**config.mk**
```make
export PLATFORM = sky130hd
export DESIGN_NAME = pvbb_box
export DESIGN_NICKNAME = d
export VERILOG_FILES = /design/src/hw/rtl/pvbb_pkg.sv /design/src/hw/rtl/pvbb_box.sv
export SDC_FILE = /design/constraint.sdc
export NUM_CORES = 1
export LEC_CHECK = 0
export BUFFER_PORTS_ARGS = -buffer_cell sky130_fd_sc_hd__buf_2
export CORE_ASPECT_RATIO = 1.2
export CORE_MARGIN = 1
export CORE_UTILIZATION = 45
export CTS_CLUSTER_DIAMETER = 80
export DETAILED_ROUTE_END_ITERATION = 12
export GPL_TIMING_DRIVEN = 0
export PLACE_DENSITY_LB_ADDON = 0.05
export SLEW_MARGIN = 30
export SYNTH_ARGS = -nofsm -noshare
export SYNTH_HDL_FRONTEND = slang
export SYNTH_SLANG_ARGS = --single-unit
```
**constraint.sdc**
```tcl
create_clock -name clock -period 12 [get_ports clock]
set_input_delay 3 -clock clock [delete_from_list [all_inputs] [get_ports clock]]
set_output_delay 3 -clock clock [all_outputs]
set_load 0.01 [all_outputs]
```
**src/hw/rtl/pvbb_pkg.sv**
```systemverilog
`timescale 1ns / 1ps

package pvbb_pkg;

   localparam int COORD_W = 32;
   localparam int PROD_W  = 2 * COORD_W;
   localparam int SUM_W   = PROD_W + 2;
   localparam int FRAC_W  = 16;
   localparam int CSR_W   = 3;

   localparam logic signed [COORD_W-1:0] COORD_MAX = 32'sh7fff_ffff;
   localparam logic signed [COORD_W-1:0] COORD_MIN = 32'sh8000_0000;
   localparam logic signed [COORD_W-1:0] COEF_ONE  = 32'sh0001_0000;
   localparam logic [COORD_W-1:0]        HALF_LSB  = 32'h8000_0000;

   typedef enum logic [CSR_W-1:0] {
      CSR_ROW0_X      = 3'd0,
      CSR_ROW0_Y      = 3'd1,
      CSR_ROW0_Z      = 3'd2,
      CSR_ROW0_OFFSET = 3'd3,
      CSR_ROW1_X      = 3'd4,
      CSR_ROW1_Y      = 3'd5,
      CSR_ROW1_Z      = 3'd6,
      CSR_ROW1_OFFSET = 3'd7
   } csr_index_type;

   typedef struct packed {
      logic signed [COORD_W-1:0] x;
      logic signed [COORD_W-1:0] y;
      logic signed [COORD_W-1:0] z;
      logic signed [COORD_W-1:0] offset;
   } row_type;

   typedef struct packed {
      logic signed [COORD_W-1:0] x;
      logic signed [COORD_W-1:0] y;
   } point_type;

   typedef struct packed {
      logic valid;
      logic last;
   } stage_type;

   localparam row_type ROW0_RESET = '{x: COEF_ONE, y: '0, z: '0, offset: '0};
   localparam row_type ROW1_RESET = '{x: '0, y: COEF_ONE, z: '0, offset: '0};

   // Round a Q32.32 sum to the nearest integer, ties to even, then saturate.
   function automatic logic signed [COORD_W-1:0] round_sat(
      input logic signed [SUM_W-1:0] s
   );
      logic signed [SUM_W-COORD_W:0] hi;
      logic [COORD_W-1:0]            lo;
      logic signed [COORD_W-1:0]     res;
      hi = {s[SUM_W-1], s[SUM_W-1:COORD_W]};
      lo = s[COORD_W-1:0];
      if (lo > HALF_LSB) begin
         hi = hi + (SUM_W-COORD_W+1)'(1);
      end else if (lo == HALF_LSB) begin
         hi = hi + {{(SUM_W-COORD_W){1'b0}}, hi[0]};
      end
      if (hi[SUM_W-COORD_W:COORD_W-1] == '0 || hi[SUM_W-COORD_W:COORD_W-1] == '1) begin
         res = hi[COORD_W-1:0];
      end else if (hi[SUM_W-COORD_W]) begin
         res = COORD_MIN;
      end else begin
         res = COORD_MAX;
      end
      return res;
   endfunction

endpackage

```
**src/hw/rtl/pvbb_box.sv**
```systemverilog
`timescale 1ns / 1ps

module pvbb_box (
   input  logic                               clock,
   input  logic                               reset,
   input  pvbb_pkg::stage_type                pt_stage,
   input  pvbb_pkg::point_type                pt,
   output logic                               pt_ready,
   output logic                               rsp_valid,
   input  logic                               rsp_ready,
   output logic signed [pvbb_pkg::COORD_W-1:0] rsp_box_left,
   output logic signed [pvbb_pkg::COORD_W-1:0] rsp_box_top,
   output logic signed [pvbb_pkg::COORD_W-1:0] rsp_box_right,
   output logic signed [pvbb_pkg::COORD_W-1:0] rsp_box_bottom
);
   import pvbb_pkg::*;

   logic signed [COORD_W-1:0] min_x_ff, max_x_ff, min_y_ff, max_y_ff;
   logic signed [COORD_W-1:0] min_x_in, max_x_in, min_y_in, max_y_in;
   logic signed [COORD_W-1:0] left_ff, top_ff, right_ff, bottom_ff;
   logic                      rsp_valid_ff, rsp_valid_in;
   logic                      take;
   logic                      emit;

   // Only a last vertex needs the result register free.
   assign pt_ready = !pt_stage.last || !rsp_valid_ff || rsp_ready;
   assign take     = pt_stage.valid && pt_ready;
   assign emit     = take && pt_stage.last;

   assign min_x_in = (pt.x < min_x_ff) ? pt.x : min_x_ff;
   assign max_x_in = (pt.x > max_x_ff) ? pt.x : max_x_ff;
   assign min_y_in = (pt.y < min_y_ff) ? pt.y : min_y_ff;
   assign max_y_in = (pt.y > max_y_ff) ? pt.y : max_y_ff;

   always_comb begin
      rsp_valid_in = rsp_valid_ff;
      if (emit) begin
         rsp_valid_in = 1'b1;
      end else if (rsp_ready) begin
         rsp_valid_in = 1'b0;
      end
   end

   always_ff @(posedge clock) begin
      if (reset) begin
         rsp_valid_ff <= 1'b0;
         min_x_ff     <= COORD_MAX;
         min_y_ff     <= COORD_MAX;
         max_x_ff     <= COORD_MIN;
         max_y_ff     <= COORD_MIN;
      end else begin
         rsp_valid_ff <= rsp_valid_in;
         if (emit) begin
            // drop back to the empty box for the next group
            min_x_ff <= COORD_MAX;
            min_y_ff <= COORD_MAX;
            max_x_ff <= COORD_MIN;
            max_y_ff <= COORD_MIN;
         end else if (take) begin
            min_x_ff <= min_x_in;
            min_y_ff <= min_y_in;
            max_x_ff <= max_x_in;
            max_y_ff <= max_y_in;
         end
      end
   end

   always_ff @(posedge clock) begin
      if (emit) begin
         left_ff   <= min_x_in;
         top_ff    <= min_y_in;
         right_ff  <= max_x_in;
         bottom_ff <= max_y_in;
      end
   end

   assign rsp_valid      = rsp_valid_ff;
   assign rsp_box_left   = left_ff;
   assign rsp_box_top    = top_ff;
   assign rsp_box_right  = right_ff;
   assign rsp_box_bottom = bottom_ff;

endmodule

```
==> impl_metrics.tcl <==
set metrics [dict create \
    first_iter_violations 780 \
    synthAdderAreaFrac_pct 10.4 \
    max_slew_margin_pct 35.9 \
    ioPinCount 199 \
    placementRows 73 \
    synth_area_um2 15100 \
    synthTopCellsByArea "edfxtp_1 (25%), dfxtp_1 (17%), ha_1 (10%), mux2_2 (9.2%), mux2i_1 (6.4%)" \
    ys_warn_count 0 \
    worstPathArrival_ns 3.70 \
    grt_pass1_wl_um 65300 \
    syn_inst 1519 \
    min_period_over_period_pct 55.8 \
    syn-num-nets 1714 \
    pwr-share-seq_pct 42.1 \
    cp_data_required_time_ns 9.00 \
    synth_mux_area_share_pct 15.9 \
    cap_violations 0 \
    period_needed_ns 6.70 \
    ys_ff_latch 257 \
    fp.dieArea_um2 34300 \
    synth_top_area_share_pct 25.4 \
    fmax_mhz 149 \
    tightest_slew_ns 0.949 \
    dpl.cell_count 2170 \
    cts_root_buf "clkbuf_16" \
    tns_ns 0 \
    max_stage_delay_ns 0.24 \
    fin_area_um2 17700 \
    finalPower_uw 2430 \
    ant_nets 0 \
    criticalPathCategory "in2out" \
    cts_tree "done" \
    first_pass_iters 5 \
    numCtsBuffers 28 \
    worstPathBufferInverterCount 3 \
    synth_top_family_by_area "multiplexers" \
    cts.sinks 257 \
    cts_max_level 1 \
    die_x_um 169 \
    final_nets 1945 \
    p_int_uw 1740 \
    port_buffers 198 \
    globalplace.congestion 0.920 \
    drive_gt1_share_pct 22.9 \
    power.density_nw_per_um2 137 \
    clockBufferDepth 3 \
    irDropWorstVdd_v 0.0000967 \
    p_switching_uw 691 \
    hold_depth 2 \
    start_kind "input port" \
    cts_resized 0 \
    avgSynthCellArea_um2 9.96 \
    gr-total-overflow 0 \
    worst-path-stages 4 \
    synth_compound_area_share_pct 10.3 \
    post_cts_buffers 0 \
    syn2layout_area_growth_pct 17.0 \
    layout.cells.non_filler 2223 \
    ys.flop_type "dfxtp_1" \
    grt_max_degree 41 \
    async_flop_share_pct 0 \
    initial_utilization_pct 45.7 \
    cp_slowest_cell "nand3_1" \
    pwr-share-clk_pct 36.5 \
    status "finished, final reports clean" \
    drt_wl_total_um 41700 \
    core-area_um2 33100 \
    synth_edf_count 128 \
    cp_top_family "buffers and inverters" \
    yosys.area.top_type "edfxtp_1" \
    viasPerCell 5.49 \
    finalMaxSlewViolations 0 \
    ys_seq_area_share_pct 42.5 \
    end_kind "output port" \
    leakage_uw 0.00744 \
    rsz0062_at_grt "false" \
    synthSimpleGateAreaFrac_pct 14.8 \
    finalSetupViolCount 0 \
    place_area_um2 16700 \
    die_y_um 203 \
    holdCritPathClass "reg2reg" \
    fin_skew_ns 0.0145 \
    grt_pass1_vias 11900 \
    comb_power_share_pct 21.4 \
    drcViolationCount 0 \
    antenna_found_initial 5 \
    wl_per_cell_um 18.8 \
    clk_pin_slew_ns 0.06 \
    yosysUniqueCellTypes 57 \
    worst-path-max-fanout 4 \
    crit_top_cell "buf_2" \
    grtUsageTotal_pct 24.1 \
    synth_xor_area_share_pct 0 \
    dp_hpwl_um 30700 \
    path_cells "buf_2 > inv_1 > nand3_1 > buf_2" \
    hold_violations 0 \
    switching_share_pct 28.5 \
    reg2reg_depth 10 \
    vias 12200 \
    cts_hold_buf 0 \
    clk_latency_ns 0.56 \
]
Yosys cell counts, types with 32 or more instances:
cell and number:
nand2_1 226, dfxtp_1 129, inv_1 129, edfxtp_1 128
ha_1 126, mux2_2 124, nor2_1 107, mux2i_1 97
clkbuf_1 65, a21oi_1 50, a211oi_1 33, and3_1 32
state kept, by name, summed over array words and instances (netlist names):
register / flops
max_x_ff: 32
max_y_ff: 32
min_x_ff: 32
min_y_ff: 32
rsp_box_bottom: 32
rsp_box_left: 32
rsp_box_right: 32
rsp_box_top: 32
rsp_valid: 1
worst reg2reg max path: stages, from the launching register on:
cell      delay [ns]
dfxtp_1         0.36
inv_1           0.06
ha_1            0.33
nand4_1         0.20
nor4_1          0.70
a21boi_0        0.41
o41ai_1         0.25
a31o_2          0.33
nand2_1         0.18
buf_2           0.35
mux2_2          0.39
cell type report:
cell class	count	area, um2
sequential	257	6430
clock buffer	42	835
timing repair buffer	201	1050
multi-input combinational	1037	7770
inverter	129	484
fill	3122	15400
clock inverter	10	108
tap	450	563
buffer	96	452
antenna	1	2.50
metal layers:
layer  up-vias  share of wire, %  GRT usage (%)
met1      5843                41           29.1
met4         6               2.1           6.98
met2       321                51           43.9
li1       5965                 -              -
met3        67               5.1           3.80
met5         -             0.093              0
path summary, 6_finish.rpt:
| path | start | endpoint | slack, ns |
|---|---|---|---|
| worst max register to register | max_x_ff[15] | rsp_box_right[13] | 8.18 |
| worst max-delay path | rsp_ready | pt_ready | 5.30 |
| worst min register to register | max_x_ff[25] | max_x_ff[25] | 0.47 |
| worst min-delay path | max_x_ff[25] | max_x_ff[25] | 0.47 |
power groups by stage:
stage          clock [uW]  sequential (uW)  combinational, uW
6_report              885             1020                519
5_1_grt               934             1030                573
4_1_cts               909             1020                524
3_5_place_dp            0             1040                521
3_3_place_gp            0             1050                513
2_1_floorplan           0             1050                338
stage by stage:
stage	hold slack [ns]	setup WS, ns	utilization, %
after detailed placement	0.464	5.35	50.7
after floorplan	0.444	3.73	-
after global routing	0.486	5.33	53.5
final	0.470	5.30	53.5
after global placement	0.455	0.445	50.4
after CTS	0.473	5.35	53.5
cell usage in the layout (no fill, tap or decap), types with 7 or more instances in the layout:
master,netlist,layout
a2111o_1,30,30
nor2_1,107,107
mux2_2,124,124
nor3_1,31,31
nand4_1,19,19
inv_1,129,129
dfxtp_1,129,129
ha_1,126,126
nand2_1,226,226
buf_2,16,214
mux2i_1,97,97
a211oi_1,33,33
edfxtp_1,128,128
nand3_1,12,12
a21o_1,12,12
buf_6,7,7
o21ai_0,17,17
clkbuf_16,0,29
a311oi_1,31,31
and3_1,32,32
a21oi_1,50,50
clkbuf_1,65,71
nor4b_1,31,31
kinds of logic (layout without fill, tap and decap cells):
family,after synthesis,in the layout
other,0,1
buffers and inverters,225,478
adder cells (fa/ha/maj),126,126
multiplexers,224,224
AND/OR/NAND/NOR,482,482
flip-flops,257,257
AO/OA/AOI/OAI,205,205
Power figures use the tool's default switching activity.
